### src/hdl/lmsd_pkg.sv
// Shared types, constants and helper functions of the LED matrix scan driver.
`default_nettype none
package lmsd_pkg;

  localparam int unsigned MAX_COLUMNS = 64;
  localparam int unsigned MAX_ROWS    = 32;
  localparam int unsigned PWM_SLICES  = 16;

  localparam int unsigned COL_W    = $clog2(MAX_COLUMNS);
  localparam int unsigned ROW_W    = $clog2(MAX_ROWS);
  localparam int unsigned HALF_W   = ROW_W - 1;
  localparam int unsigned ADDR_W   = ROW_W + COL_W;
  localparam int unsigned MEM_DEPTH = MAX_ROWS * MAX_COLUMNS;
  localparam int unsigned PWM_W    = $clog2(PWM_SLICES);
  localparam int unsigned CH_W     = 4;
  localparam int unsigned LVL_W    = 3 * CH_W;
  localparam int unsigned CCOUNT_W = 7;
  localparam int unsigned RCOUNT_W = 6;
  localparam int unsigned CFG_W    = 7;
  localparam int unsigned CFG_IDX_W = 1;
  localparam int unsigned IN_DATA_W  = 40;
  localparam int unsigned OUT_DATA_W = 16;
  localparam int unsigned FIFO_DEPTH = 4;
  localparam int unsigned FIFO_PTR_W = $clog2(FIFO_DEPTH);

  localparam logic [CFG_IDX_W-1:0] CFG_COLUMN_COUNT = 1'b0;
  localparam logic [CFG_IDX_W-1:0] CFG_ROW_COUNT    = 1'b1;

  localparam logic [CCOUNT_W-1:0] COLUMN_COUNT_RST = CCOUNT_W'(MAX_COLUMNS);
  localparam logic [RCOUNT_W-1:0] ROW_COUNT_RST    = RCOUNT_W'(MAX_ROWS);

  typedef enum logic [2:0] {
    PH_CLK_HIGH = 3'd0,
    PH_CLK_LOW  = 3'd1,
    PH_BLANK    = 3'd2,
    PH_LATCH    = 3'd3,
    PH_UNLATCH  = 3'd4,
    PH_ADDRESS  = 3'd5,
    PH_ENABLE   = 3'd6
  } phase_e;

  // Effective panel size after clamping the configuration registers.
  typedef struct packed {
    logic [CCOUNT_W-1:0] cols;
    logic [RCOUNT_W-1:0] rows;
    logic [HALF_W:0]     halves;
  } cfg_t;

  // One classified item on its way from the front to the back.
  typedef struct packed {
    logic              is_tick;
    logic [ADDR_W-1:0] addr;
    logic [LVL_W-1:0]  level;
  } entry_t;

  function automatic cfg_t eff_cfg(logic [CCOUNT_W-1:0] col_cnt,
                                   logic [RCOUNT_W-1:0] row_cnt);
    cfg_t c;
    logic [RCOUNT_W-1:0] r;
    c.cols = col_cnt;
    if (col_cnt == '0) c.cols = CCOUNT_W'(1);
    if (col_cnt > CCOUNT_W'(MAX_COLUMNS)) c.cols = CCOUNT_W'(MAX_COLUMNS);
    r = row_cnt;
    if (row_cnt < RCOUNT_W'(2)) r = RCOUNT_W'(2);
    if (row_cnt > RCOUNT_W'(MAX_ROWS)) r = RCOUNT_W'(MAX_ROWS);
    c.rows   = {r[RCOUNT_W-1:1], 1'b0};
    c.halves = (HALF_W+1)'(r >> 1);
    return c;
  endfunction

endpackage
`default_nettype wire

### src/hdl/lmsd_front.sv
// Front end: takes input words, drops out-of-range pixel writes, builds queue entries.
`default_nettype none
module lmsd_front (
  input  wire logic                             s_axis_tvalid,
  output logic                                  s_axis_tready,
  input  wire logic [lmsd_pkg::IN_DATA_W-1:0]   s_axis_tdata,
  input  wire logic                             s_axis_tuser,
  input  wire lmsd_pkg::cfg_t                   cfg_i,
  input  wire logic                             busy_i,
  input  wire logic                             q_full_i,
  output logic                                  q_push_o,
  output lmsd_pkg::entry_t                      q_entry_o
);

  logic [lmsd_pkg::COL_W-1:0] pix_col;
  logic [lmsd_pkg::ROW_W-1:0] pix_row;
  logic [7:0]                 red_val, green_val, blue_val;
  logic                       in_range;
  logic                       accept;

  assign pix_col   = s_axis_tdata[5:0];
  assign pix_row   = s_axis_tdata[10:6];
  assign red_val   = s_axis_tdata[18:11];
  assign green_val = s_axis_tdata[26:19];
  assign blue_val  = s_axis_tdata[34:27];

  assign in_range = ({1'b0, pix_col} < cfg_i.cols) && ({1'b0, pix_row} < cfg_i.rows);

  assign s_axis_tready = !q_full_i && !busy_i;
  assign accept        = s_axis_tvalid && s_axis_tready;

  // Ticks always go to the back; pixel writes only when they land on the panel.
  assign q_push_o          = accept && (s_axis_tuser || in_range);
  assign q_entry_o.is_tick = s_axis_tuser;
  assign q_entry_o.addr    = {pix_row, pix_col};
  assign q_entry_o.level   = {red_val[7:4], green_val[7:4], blue_val[7:4]};

endmodule
`default_nettype wire

### config.mk
export PLATFORM = sky130hd
export DESIGN_NAME = lmsd_front
export DESIGN_NICKNAME = d
export VERILOG_FILES = /design/src/hdl/lmsd_pkg.sv /design/src/hdl/lmsd_front.sv
export SDC_FILE = /design/constraint.sdc
export NUM_CORES = 1
export LEC_CHECK = 0
export ABC_AREA = 1
export ABC_CLOCK_PERIOD_IN_PS = 2440
export BUFFER_PORTS_ARGS = -buffer_cell sky130_fd_sc_hd__buf_4
export CAP_MARGIN = 30
export CORE_MARGIN = 10
export CORE_UTILIZATION = 31
export DETAILED_ROUTE_END_ITERATION = 8
export PLACE_DENSITY = 0.91
export SLEW_MARGIN = 40
export SYNTH_ARGS = -nofsm -noshare
export SYNTH_HDL_FRONTEND = slang
export SYNTH_SLANG_ARGS = --single-unit
export TNS_END_PERCENT = 20
### constraint.sdc
create_clock -name vclk -period 2.44
set_clock_uncertainty 0.2 [all_clocks]
set_input_delay 0.366 -clock vclk [all_inputs]
set_output_delay 0.366 -clock vclk [all_outputs]
set_load 0.02 [all_outputs]
==> results of run 1 <==
-- worst max-delay path, cell delays in order --
cell and delay, ps:
buf_4 110, ha_1 300, a21oi_1 130, nand2_1 80, nand2_1 60, nand2_1 40, nor2_1 80, nor2_1 40
nor2_1 80, buf_4 140
-- power breakdown --
part	switching (mW)	internal, mW	total [mW]
combinational	0.0522	0.0624	0.115
sequential	0	0	0
clock	0	0	0
total	0.0522	0.0624	0.115
-- worst min path at each step --
stage                          start            end  slack (ps)  depth (start not counted)
floorplan                   q_full_i  s_axis_tready         610                          1
global placement    s_axis_tdata[34]   q_entry_o[3]         530                          0
detailed placement  s_axis_tdata[34]   q_entry_o[3]         530                          0
CTS                 s_axis_tdata[34]   q_entry_o[3]         530                          0
global route        s_axis_tdata[17]  q_entry_o[10]         530                          0
finish              s_axis_tdata[33]   q_entry_o[2]         530                          0
-- final cells by class --
cell class | instances | share of cell area
well taps | 16 | 0.0304
repair buffers | 42 | 0.479
multi-input cells | 41 | 0.382
inverters | 19 | 0.108
-- cell families after synthesis --
logic type | Yosys count | synth area share
buf+inv | 43 | 0.500
compound gates | 1 | 0.00994
fa+ha+maj | 9 | 0.224
simple gates | 31 | 0.266
-- cells in the mapped netlist (all sizes together) --
| cell type | count |
|---|---|
| nand3b | 1 |
| a21oi | 1 |
| ha | 9 |
| inv | 19 |
| nand2 | 23 |
| nor3 | 1 |
| nor2 | 6 |
| buf | 24 |
-- per-layer routing --
| layer | share of wire | global-route usage | vias to the layer above |
|---|---|---|---|
| met5 | 0 | 0 | - |
| met4 | 0 | 0.00641 | 0 |
| met3 | 0.099 | 0.0169 | 0 |
| met2 | 0.56 | 0.126 | 25 |
| met1 | 0.34 | 0.0574 | 202 |
| li1 | - | - | 259 |
-- stage by stage --
step	instance area, µm²	setup WS [ps]	instances
after detailed placement	658	426	118
after global placement	658	433	118
after CTS	658	423	118
after global routing	658	347	118
after floorplan	503	539	84
final	658	438	118
==> results.md, run 1 <==
* Synth area leaders: buf_4 36%, ha_1 22%, nand2_1 17%
* DRT Wirelength at 1.28 mm
* Post-Synthesis Cells at 84
* Final Hold Fails at 0
* RSZ-0062 raised after global routing: false
* Num ports at 88
* Pwr/cell area at 174 nW/µm²
* ANT nets after route at 0
* Dpl hpwl at 1.26 mm
* Sequential cell count at 0
* P_leak at 0.455 nW
* Remaining DRCs at 0
* Synth warn at 0
* Least-Margin Pin Slew at 159 ps
* Top-area cell type share of the netlist area at 0.358
* Die height at 60.3 µm
* Post-synth top area cell: buf_4
* Max IR drop VDD at 0.0567 mV
* Outcome: finished, final reports clean
* Synth Cell Area at 503 µm²
* CLK BUF at 0
* Die width at 60.3 µm
* Post-CTS Setup Inserts at 0
* Proportion of layout cells with a drive suffix above 1 at 0.422
* Crit path capture type: output port
* Worst setup SP type: input port
* Critical path data arrival time at 1440 ps
* Finished Core Util at 0.432
* Gpl congestion at 0.634
* First-pass iteration count of the detailed router at 2
* Pin count of the biggest net entering global routing at 4
* Syn_area_per_cell at 5.99 µm²
* Nets at 175
* Number of max-cap violations at 0
* Fin crit period at 2000 ps
* Initial antenna violation count at 0
* Initial core utilization at 0.330
* Worst endpoint required time at 1870 ps
* Ant. Diodes at 0
* Post-CTS sizing at 0
* CTS Hold Bufs at 0
* P&R area growth vs syn at 30.8%
* Commonest non-fill, non-tap cell in the layout: buf_4
* Setup TNS Final at 0 ps
* Fmax at 0.500 GHz
* CP endpoint: q_push_o
* IO Port Bufs at 42
* Final hold slack at 532 ps
* Grt ovf at 0
* Tcrit/Tclk final at 0.820
* Crit Path Category: in2out
* Total number of vias at 486
* Rows at 14
* Wire per inst at 10.8 µm
* Overall Power at 0.115 mW
* Total GRT Usage at 0.0609
* Final Slew Violations at 0
* Syn_nets at 155
* Reg area at 0 µm²
* Slew Limit Headroom at 0.893
* Vias in the first global route at 473
* Worst Path Max Fanout at 2
* Post-synthesis sequential area ratio at 0
* CP startpoint: s_axis_tdata[2]
* Global-route wire length before repair at 1.89 mm
* Initial DRC count at 6
* Commonest cells after routing, fill and taps aside: 42 x buf_4, 23 x nand2_1, 19 x inv_1
* Multi-input gate area at 251 µm²
* Die ar. at 3630 µm²
* Final Setup Violations at 0
* Core ar. at 1520 µm²
* Hold Crit Class: in2out
* Synth cell types at 8
* Via density at 4.12
* Fill cell count at 168
Power figures use the tool's default switching activity.
==> inputs of run 2 (changes only) <==
ABC_CLOCK_PERIOD_IN_PS = 1850   (was 2440)
CORE_UTILIZATION = 28   (was 31)
PLACE_DENSITY = 0.83   (was 0.91)
clock period = 1.85 ns   (was 2.44 ns; I/O delays follow)
==> results.md, run 2 (synthesis gave the netlist of run 1 again) <==
* Outcome: finished, final reports clean
* Final Setup Violations at 0 (unchanged)
* P_leak at 0.460 nW (+1.0%)
* Fmax at 0.561 GHz
* Finished Core Util at 0.440 (+0.00770)
* Sequential cell count at 0 (unchanged)
* RSZ-0062 raised after global routing: true
* First-pass iteration count of the detailed router at 2 (unchanged)
* Worst setup SP type: input port
* Grt ovf at 0 (unchanged)
* Critical path data arrival time at 1310 ps (-130 ps)
* Vias in the first global route at 518 (+9.5%)
* ANT nets after route at 0 (unchanged)
* Num ports at 88 (unchanged)
* IO Port Bufs at 42 (unchanged)
* Fill cell count at 175 (+4.2%)
* Global-route wire length before repair at 2.26 mm (+20%)
* CLK BUF at 0 (unchanged)
* Post-CTS Setup Inserts at 0 (unchanged)
* Die width at 62.4 µm (+3.5%)
* CTS Hold Bufs at 0 (unchanged)
* Fin crit period at 1780 ps
* Total GRT Usage at 0.0651 (+0.00418)
* Worst Path Max Fanout at 2 (unchanged)
* Die ar. at 3890 µm² (+7.1%)
* Remaining DRCs at 0 (unchanged)
* Max IR drop VDD at 0.106 mV (+87%)
* Dpl hpwl at 1.32 mm (+4.3%)
* Total number of vias at 506 (+4.1%)
* Least-Margin Pin Slew at 128 ps (-31.8 ps)
* Nets at 175 (unchanged)
* Gpl congestion at 0.606 (-4.4%)
* Initial DRC count at 2 (-4)
* Die height at 62.4 µm (+3.5%)
* Rows at 15 (+1)
* Initial core utilization at 0.295 (-0.0355)
* Layout Cells excl Fill at 127 (+7.6%)
* Post-CTS sizing at 0 (unchanged)
* P&R area growth vs syn at 49.3%
* Via density at 3.98 (-3.3%)
* Crit Path Category: in2out
* Placed insts at 127 (+7.6%)
* DRT Wirelength at 1.40 mm (+9.5%)
* Crit path capture type: output port
* Initial antenna violation count at 0 (unchanged)
* Final Hold Fails at 0 (unchanged)
* Reg area at 0 µm² (unchanged)
* Final Slew Violations at 0 (unchanged)
* Commonest non-fill, non-tap cell in the layout: buf_4
* Setup TNS Final at 0 ps (unchanged)
* Pin count of the biggest net entering global routing at 4 (unchanged)
* Number of max-cap violations at 0 (unchanged)
* Ant. Diodes at 0 (unchanged)
* Slew Limit Headroom at 0.915 (+0.0217)
* Hold Crit Class: in2out
* Pwr/cell area at 231 nW/µm² (+33%)
* Proportion of layout cells with a drive suffix above 1 at 0.549 (+0.127)
* Worst endpoint required time at 1370 ps (-500 ps)
* Tcrit/Tclk final at 0.964
* Multi-input gate area at 320 µm² (+27%)
* Commonest cells after routing, fill and taps aside: 40 x buf_4, 20 x nand2_1, 16 x inv_1
* Wire per inst at 11.0 µm (+1.8%)
* Core ar. at 1710 µm² (+12%)
## run 2: stage by stage
| stage | power (mW) | setup slack, ps | instance area, µm² | hold WS, ps |
|---|---|---|---|---|
| 2_1_floorplan | 0.127 | 126 | 503 | 437 |
| 3_3_place_gp | 0.149 | 12.1 | 669 | 355 |
| 3_5_place_dp | 0.154 | 7.18 | 669 | 355 |
| 4_1_cts | 0.154 | 6.38 | 669 | 355 |
| 5_1_grt | 0.194 | -76.0 | 751 | 355 |
| 6_report | 0.174 | 67.4 | 751 | 355 |
## run 2: path summary, 6_finish.rpt
| kind | startpoint | endpoint | slack (ps) | cells after the start |
|---|---|---|---|---|
| worst min-delay path | s_axis_tdata[18] | q_entry_o[11] | 360 | 0 |
| worst max-delay path | cfg_i[13] | q_push_o | 70 | 13 |
## run 2: worst max-delay path: stages
cell and delay (ps):
buf_6 100, inv_4 50, ha_4 200, nand2_2 60, inv_1 30, nand2_1 50
nand2_1 60, nand2_1 60, nand2_1 60, nor2_2 100, nor2_1 50, nor2_1 90
buf_4 140
## run 2: report_power, final
group          switching [mW]  internal (mW)  total, mW
clock network               0              0          0
logic                  0.0794         0.0941      0.174
registers                   0              0          0
total                  0.0794         0.0941      0.174
## run 2: cell type report
cell class / instances / share of cell area
multi-input cells: 41 / 0.427
well taps: 25 / 0.0417
repair buffers: 42 / 0.430
inverters: 19 / 0.102
## run 2: layer usage
metal	track usage	part of all wire	up-vias
li1	-	-	258
met1	0.0631	0.33	217
met2	0.129	0.56	25
met3	0.0215	0.11	6
met4	0.0112	0.0093	0
met5	0	0	-
