### src/hdl/lmsd_pkg.sv
// Shared types, constants and helper functions of the LED matrix scan driver.
`default_nettype none
package lmsd_pkg;

  localparam int unsigned MAX_COLUMNS = 64;
  localparam int unsigned MAX_ROWS    = 32;
  localparam int unsigned PWM_SLICES  = 16;

  localparam int unsigned COL_W    = $clog2(MAX_COLUMNS);
  localparam int unsigned ROW_W    = $clog2(MAX_ROWS);
  localparam int unsigned HALF_W   = ROW_W - 1;
  localparam int unsigned ADDR_W   = ROW_W + COL_W;
  localparam int unsigned MEM_DEPTH = MAX_ROWS * MAX_COLUMNS;
  localparam int unsigned PWM_W    = $clog2(PWM_SLICES);
  localparam int unsigned CH_W     = 4;
  localparam int unsigned LVL_W    = 3 * CH_W;
  localparam int unsigned CCOUNT_W = 7;
  localparam int unsigned RCOUNT_W = 6;
  localparam int unsigned CFG_W    = 7;
  localparam int unsigned CFG_IDX_W = 1;
  localparam int unsigned IN_DATA_W  = 40;
  localparam int unsigned OUT_DATA_W = 16;
  localparam int unsigned FIFO_DEPTH = 4;
  localparam int unsigned FIFO_PTR_W = $clog2(FIFO_DEPTH);

  localparam logic [CFG_IDX_W-1:0] CFG_COLUMN_COUNT = 1'b0;
  localparam logic [CFG_IDX_W-1:0] CFG_ROW_COUNT    = 1'b1;

  localparam logic [CCOUNT_W-1:0] COLUMN_COUNT_RST = CCOUNT_W'(MAX_COLUMNS);
  localparam logic [RCOUNT_W-1:0] ROW_COUNT_RST    = RCOUNT_W'(MAX_ROWS);

  typedef enum logic [2:0] {
    PH_CLK_HIGH = 3'd0,
    PH_CLK_LOW  = 3'd1,
    PH_BLANK    = 3'd2,
    PH_LATCH    = 3'd3,
    PH_UNLATCH  = 3'd4,
    PH_ADDRESS  = 3'd5,
    PH_ENABLE   = 3'd6
  } phase_e;

  // Effective panel size after clamping the configuration registers.
  typedef struct packed {
    logic [CCOUNT_W-1:0] cols;
    logic [RCOUNT_W-1:0] rows;
    logic [HALF_W:0]     halves;
  } cfg_t;

  // One classified item on its way from the front to the back.
  typedef struct packed {
    logic              is_tick;
    logic [ADDR_W-1:0] addr;
    logic [LVL_W-1:0]  level;
  } entry_t;

  function automatic cfg_t eff_cfg(logic [CCOUNT_W-1:0] col_cnt,
                                   logic [RCOUNT_W-1:0] row_cnt);
    cfg_t c;
    logic [RCOUNT_W-1:0] r;
    c.cols = col_cnt;
    if (col_cnt == '0) c.cols = CCOUNT_W'(1);
    if (col_cnt > CCOUNT_W'(MAX_COLUMNS)) c.cols = CCOUNT_W'(MAX_COLUMNS);
    r = row_cnt;
    if (row_cnt < RCOUNT_W'(2)) r = RCOUNT_W'(2);
    if (row_cnt > RCOUNT_W'(MAX_ROWS)) r = RCOUNT_W'(MAX_ROWS);
    c.rows   = {r[RCOUNT_W-1:1], 1'b0};
    c.halves = (HALF_W+1)'(r >> 1);
    return c;
  endfunction

endpackage
`default_nettype wire

### src/hdl/lmsd_fifo.sv
// Short queue of classified entries between the front and the back.
`default_nettype none
module lmsd_fifo (
  input  wire logic             clk_i,
  input  wire logic             rst_ni,
  input  wire logic             push_i,
  input  wire lmsd_pkg::entry_t push_entry_i,
  input  wire logic             pop_i,
  output lmsd_pkg::entry_t      head_o,
  output logic                  empty_o,
  output logic                  full_o
);

  lmsd_pkg::entry_t                   slot_q [lmsd_pkg::FIFO_DEPTH];
  logic [lmsd_pkg::FIFO_PTR_W-1:0]    wr_ptr_q, wr_ptr_d;
  logic [lmsd_pkg::FIFO_PTR_W-1:0]    rd_ptr_q, rd_ptr_d;
  logic [lmsd_pkg::FIFO_PTR_W:0]      count_q, count_d;

  assign empty_o = (count_q == '0);
  assign full_o  = (count_q == (lmsd_pkg::FIFO_PTR_W+1)'(lmsd_pkg::FIFO_DEPTH));
  assign head_o  = slot_q[rd_ptr_q];

  always_comb begin
    wr_ptr_d = wr_ptr_q;
    rd_ptr_d = rd_ptr_q;
    count_d  = count_q;
    if (push_i) begin
      wr_ptr_d = wr_ptr_q + 1'b1;
    end
    if (pop_i) begin
      rd_ptr_d = rd_ptr_q + 1'b1;
    end
    if (push_i && !pop_i) begin
      count_d = count_q + 1'b1;
    end else if (pop_i && !push_i) begin
      count_d = count_q - 1'b1;
    end
  end

  always_ff @(posedge clk_i or negedge rst_ni) begin
    if (!rst_ni) begin
      wr_ptr_q <= '0;
      rd_ptr_q <= '0;
      count_q  <= '0;
    end else begin
      wr_ptr_q <= wr_ptr_d;
      rd_ptr_q <= rd_ptr_d;
      count_q  <= count_d;
    end
  end

  always_ff @(posedge clk_i) begin
    if (push_i) begin
      slot_q[wr_ptr_q] <= push_entry_i;
    end
  end

endmodule
`default_nettype wire

### config.mk
export PLATFORM = sky130hd
export DESIGN_NAME = lmsd_fifo
export DESIGN_NICKNAME = d
export VERILOG_FILES = /design/src/hdl/lmsd_pkg.sv /design/src/hdl/lmsd_fifo.sv
export SDC_FILE = /design/constraint.sdc
export NUM_CORES = 1
export LEC_CHECK = 0
export BUFFER_PORTS_ARGS = -buffer_cell sky130_fd_sc_hd__buf_4
export CORE_ASPECT_RATIO = 1.1
export CORE_UTILIZATION = 60
export CTS_CLUSTER_DIAMETER = 120
export DETAILED_ROUTE_END_ITERATION = 7
export PLACE_DENSITY = 0.83
export SYNTH_ARGS = -nofsm -noshare
export SYNTH_HDL_FRONTEND = slang
export SYNTH_SLANG_ARGS = --single-unit
### constraint.sdc
create_clock -name clk_i -period 3 [get_ports clk_i]
set_input_delay 0.75 -clock clk_i [delete_from_list [all_inputs] [get_ports clk_i]]
set_output_delay 0.75 -clock clk_i [all_outputs]
set_load 0.05 [all_outputs]
==> flow_summary_export.csv, run 1 <==
group,metric,value,unit
run_status,status,"finished clean",
route,num_vias,1743,
power_and_ir_drop,power,0.00493,W
global_routing,grt_max_degree,24,
placed_design,io_buffer_count,53,
setup_path,reg2reg_depth,4,
clock_network,clk_pin_slew,0.09,ns
synth,ys_types,19,
synth,syn_nets,194,
clock_network,clock-root-buffer,"clkbuf_8",
global_routing,overflow,0,
placed_design,place_congestion,0.653,
timing,fin_crit,2.56,ns
die,die_h,86.6,µm
setup_path,worstReg2RegEnd,"slot_q[1][0]",
synth,synth.yosys.seq_area_share,78.4,%
power_and_ir_drop,p_comb_share,43.0,%
setup_path,cp.arrival,1.81,ns
power_and_ir_drop,sequentialPowerShare,40.5,%
die,initial_core_util,62.6,%
global_routing,grtUsageTotal,21.0,%
placed_design,pre_cts_ws,0.796,ns
clock_network,cts_setup_buffers,0,
finish,finalNonFillerCells,310,
power_and_ir_drop,powerDensity,1070,mW/mm²
placed_design,dpl.hpwl,4.42,mm
setup_path,critical_path_class,"reg2out",
setup_path,critPathRequiredTime,2.25,ns
timing,setup_violations,0,
timing,slew-limit-headroom,60.8,%
finish,layout-drive-gt1-share,40.9,%
placed_design,place_inst,294,
clock_network,clock_sinks,103,
synth,syn-instance-count,160,
clock_network,numCtsBuffers,9,
timing,rsz0062_at_grt,"false",
die,pin_count,54,
route,drt-wirelength-per-cell,20.7,µm
clock_network,cts_hold_buf,0,
timing,layout_setup_ws,0.440,ns
timing,hold_violations,0,
clock_network,tritoncts,"built",
clock_network,clock_latency,0.35,ns
synth,ys_top_cells_by_area,"edfxtp_1 (74%), mux4_2 (10%), dfrtp_1 (4.5%), mux4_1 (4.0%), ha_1 (1.6%)",
setup_path,end_kind,"output pin",
route,postRouteAntennaNets,0,
die,dieArea,0.00683,mm²
power_and_ir_drop,p_clk_share,16.5,%
die,rows,30,
setup_path,worst_setup_path_start_kind,"flip-flop",
synth,yosysTopAreaCell,"edfxtp_1",
synth,synth_top_area_share,73.9,%
synth,synth_seq_cells,103,
route,drtPass1Iterations,4,
synth,yosysWarnings,0,
clock_network,cts.htree.levels,3,
timing,skew,0.00387,ns
timing,max_freq,391,MHz
route,drt_iter0_markers,150,
synth,syn_avg_cell_area,24.4,µm²
worst_hold_path,holdCritPathClass,"in2async",
timing,worst_pin_slew,0.588,ns
die,fp.dieW,78.9,µm
clock_network,cts_max_path_buffers,2,
timing,fin_crit_sh,85.3,%
global_routing,antenna_found_initial,0,
setup_path,crit_path_start,"rd_ptr_q[0]",
route,vias_per_cell,5.62,
clock_network,cts_resized,0,
power_and_ir_drop,p_sw_share,38.3,%
setup_path,critPathCapture,"head_o[21]",
timing,tns,0,ns
power_and_ir_drop,peakVddDrop,0.787,mV
global_routing,grt_pass1_vias,1868,
setup_path,critPathMaxFanout,14,
die,design.core.area,0.00623,mm²
route,drc,0,
power_and_ir_drop,netSwitchingPower,0.00189,W
finish,final_nets,259,
synth,syn_area,0.00390,mm²
setup_path,r2r-start,"wr_ptr_q[1]",
power_and_ir_drop,p_leak,1.64,nW
setup_path,r2r_slack,1.30,ns
route,wirelength,6.40,mm
job,max_cap_viol_count,0,
finish,diodes,0,
finish,area_growth,18.2,%
timing,finalMaxSlewViolations,0,
power_and_ir_drop,p_int,0.00304,W
global_routing,grt_pass1_wl,9.90,mm
-- synthesized netlist by cell type --
cell	number
o21ai_0	1
dfrtp_1	7
nor3_1	1
edfxtp_1	96
xnor2_1	2
buf_6	1
nor2_1	1
and2_1	4
mux2_2	1
nand2_1	2
mux4_1	6
xor2_1	4
nor3b_1	1
fa_1	1
ha_1	5
mux4_2	18
buf_12	2
buf_2	3
inv_1	4
-- final cells by class --
class,instances,area [µm²]
Inverter,4,15.0
Timing Repair Buffer,60,488
Tap cell,80,100
Fill cell,370,1620
Sequential cell,103,3060
Clock inverter,6,61.3
Multi-Input combinational cell,47,763
Clock buffer,10,128
-- through the flow --
step | cell area (µm²) | util [%] | hold WS (ns)
global placement | 4430 | 71.0 | 0.472
detailed placement | 4430 | 71.0 | 0.488
finish | 4610 | 74.1 | 0.192
global route | 4610 | 74.1 | 0.180
CTS | 4610 | 74.1 | 0.182
floorplan | 3900 | - | 0.454
-- critical path: stages (launching register included) --
cell and delay [ns]:
dfrtp_2 0.37, buf_4 0.28, mux4_1 0.61, buf_4 0.21
-- per-layer routing --
layer	share of wire [%]	vias to the layer above	track usage, %
met2	54	46	34.8
met4	1.9	0	9.42
li1	-	786	-
met5	0	-	0
met3	3.5	11	3.47
met1	41	900	27.8
-- flip-flops by register name (all words and copies together), names as in the netlist --
name	flops
wr_ptr_q	2
rd_ptr_q	2
count_q	3
slot_q	96
-- worst min path at each step --
| stage | startpoint | end |
|---|---|---|
| floorplan | rst_ni | count_q[0] |
| global placement | count_q[2] | count_q[2] |
| detailed placement | count_q[2] | count_q[2] |
| CTS | rst_ni | count_q[0] |
| global route | rst_ni | count_q[2] |
| finish | rst_ni | count_q[1] |
-- power by group through the flow --
| stage | logic [W] | clock network, W | registers, W |
|---|---|---|---|
| after floorplan | 0.00161 | 0 | 0.00198 |
| after global placement | 0.00208 | 0 | 0.00200 |
| after detailed placement | 0.00214 | 0 | 0.00203 |
| after CTS | 0.00215 | 0.000825 | 0.00200 |
| after global routing | 0.00223 | 0.000875 | 0.00202 |
| final | 0.00212 | 0.000811 | 0.00199 |
-- layout by cell type (no fill, tap or decap), types with 2 or more instances in the layout --
master,n
dfrtp_1,6
buf_12,3
mux4_2,18
xor2_1,4
xnor2_1,2
mux4_1,6
clkbuf_8,9
ha_1,5
edfxtp_1,96
inv_1,4
clkinvlp_4,3
nand2_1,2
and2_1,4
buf_4,57
-- cells by family after synthesis --
kind of cell               Yosys count  synth area share [%]
buffers and inverters               10                  2.08
adders and majority gates            6                  2.12
DFF                                103                  78.4
AOI/OAI and AO/OA                    1                 0.128
xor gates and xnor gates             6                  1.35
and+or+nand+nor                      9                  1.25
muxes                               25                  14.7
Note: power is estimated with default switching activity, not from simulation.
==> run 2: changes to the inputs <==
CTS_BUF_LIST = sky130_fd_sc_hd__clkbuf_4 sky130_fd_sc_hd__clkbuf_8 sky130_fd_sc_hd__clkbuf_16   (was unset)
==> flow_summary_export.csv, run 2 (same netlist as run 1, synthesis figures left out) <==
group,metric,value,unit
setup_path,crit_slowest_cell,"mux4_1",
setup_path,path_delay_family,"multiplexers",
power_and_ir_drop,peakVddDrop,0.788,mV
clock_network,clock_latency,0.35,ns
setup_path,worstPathCellList,"buf_4, mux4_1, buf_4",
route,drc,0,
route,wirelength,6.41,mm
timing,tns,0,ns
timing,layout_setup_ws,0.440,ns
global_routing,antenna_found_initial,0,
route,vias_per_cell,5.68,
timing,slew-limit-headroom,60.6,%
power_and_ir_drop,p_comb_share,43.0,%
setup_path,worst_setup_path_start_kind,"flip-flop",
power_and_ir_drop,p_int,0.00305,W
placed_design,pre_cts_ws,0.796,ns
finish,final_common_cell,"edfxtp_1",
clock_network,tritoncts,"built",
die,design.core.area,0.00623,mm²
power_and_ir_drop,p_clk_share,16.6,%
worst_hold_path,holdCritPathClass,"in2async",
route,drtPass1Iterations,5,
setup_path,crit_path_max_incr_delay,0.60,ns
finish,layout-drive-gt1-share,41.3,%
timing,setup_violations,0,
timing,fin_crit_sh,85.3,%
setup_path,crit_path_frequent_cell,"buf_4",
setup_path,end_kind,"output pin",
clock_network,cts_resized,0,
finish,largest_register,"slot_q",
finish,fillers,370,
timing,skew,0.00588,ns
setup_path,critPathRequiredTime,2.25,ns
power_and_ir_drop,powerDensity,1070,mW/mm²
die,rows,30,
route,postRouteAntennaNets,0,
route,wl_met2,3.47,mm
setup_path,critical_path_class,"reg2out",
die,die_h,86.6,µm
route,num_vias,1761,
timing,fin_crit,2.56,ns
clock_network,cts.htree.levels,3,
die,pin_count,54,
global_routing,grt_max_degree,24,
timing,hold_violations,0,
clock_network,clk_pin_slew,0.09,ns
clock_network,clock_sinks,103,
clock_network,numCtsBuffers,9,
placed_design,dpl-instance-area,0.00443,mm²
power_and_ir_drop,p_leak,1.64,nW
timing,worst_pin_slew,0.590,ns
global_routing,grtUsageTotal,20.9,%
route,wl_met3,202,µm
finish,diodes,0,
timing,max_freq,391,MHz
route,drt-wirelength-per-cell,20.7,µm
job,max_cap_viol_count,0,
power_and_ir_drop,netSwitchingPower,0.00189,W
clock_network,clock-root-buffer,"clkbuf_8",
placed_design,io_buffer_count,53,
finish,final-seq-area,0.00306,mm²
finish,design_area,0.00462,mm²
global_routing,grt_pass1_wl,9.89,mm
finish,top_regs,"slot_q (96), count_q (3)",
finish,multi_input_comb_area,763,µm²
finish,largest_reg_flops,96,
timing,rsz0062_at_grt,"false",
clock_network,cts_setup_buffers,0,
power_and_ir_drop,p_sw_share,38.2,%
die,dieArea,0.00683,mm²
global_routing,overflow,0,
run_status,status,"finished clean",
timing,finalMaxSlewViolations,0,
clock_network,cts_hold_buf,0,
global_routing,grt_pass1_vias,1864,
die,fp.dieW,78.9,µm
route,m1WireLength,2.63,mm
die,initial_core_util,62.6,%
setup_path,crit_buf_inv,2,
route,drt_iter0_markers,130,
finish,area_growth,18.3,%
placed_design,place_congestion,0.653,
power_and_ir_drop,sequentialPowerShare,40.4,%
finish,mostFrequentLayoutCells,"edfxtp_1 (96), buf_4 (57), mux4_2 (18)",
finish,final_nets,259,
placed_design,dpl.hpwl,4.42,mm
setup_path,critPathMaxFanout,14,
clock_network,cts_max_path_buffers,2,
route,top_layer,"met4",
setup_path,cp.arrival,1.81,ns
[run 2: through the flow]
step                std cells  power (W)  hold WS (ns)  util (%)
floorplan                 160    0.00359         0.454         -
global placement          294    0.00408         0.472      71.0
detailed placement        294    0.00417         0.488      71.0
CTS                       310    0.00498         0.182      74.1
global route              310    0.00513         0.180      74.1
finish                    310    0.00493         0.193      74.1
[run 2: metal layers]
layer	global-route usage (%)	up-vias
met3	3.47	10
li1	-	787
met1	27.7	921
met4	9.42	0
met2	34.9	43
met5	0	-
[run 2: cell type report]
type | instances | share of cell area, %
clock buffer | 10 | 2.84
clock inverter | 6 | 1.33
inverter | 4 | 0.325
multi-input combinational | 47 | 16.5
sequential | 103 | 66.2
tap | 80 | 2.17
timing repair buffer | 60 | 10.6
[run 2: power by group through the flow]
stage | sequential (W) | combinational, W | clock (W)
6_report | 0.00200 | 0.00212 | 0.000819
5_1_grt | 0.00202 | 0.00223 | 0.000882
4_1_cts | 0.00200 | 0.00215 | 0.000834
3_5_place_dp | 0.00203 | 0.00214 | 0
3_3_place_gp | 0.00200 | 0.00208 | 0
2_1_floorplan | 0.00198 | 0.00161 | 0
[run 2: final timing paths]
check                             from            end  slack, ns  cells past startpoint
setup reg to reg           wr_ptr_q[0]  slot_q[0][15]       1.30                      4
hold / removal                  rst_ni     count_q[1]       0.19                      1
min in group clk_i          count_q[2]     count_q[2]       0.50                      1
hold reg to reg             count_q[2]     count_q[2]       0.50                      1
setup / recovery           rd_ptr_q[0]     head_o[21]       0.44                      3
max in group asynchronous       rst_ni    rd_ptr_q[0]       2.67                      1
[run 2: worst reg2reg max path: cells and delay by family (launching register included)]
kind	cells	cell delay [ns]
fa+ha+maj	1	0.14
flops	1	0.43
buf+inv	2	0.34
simple gates	1	0.50
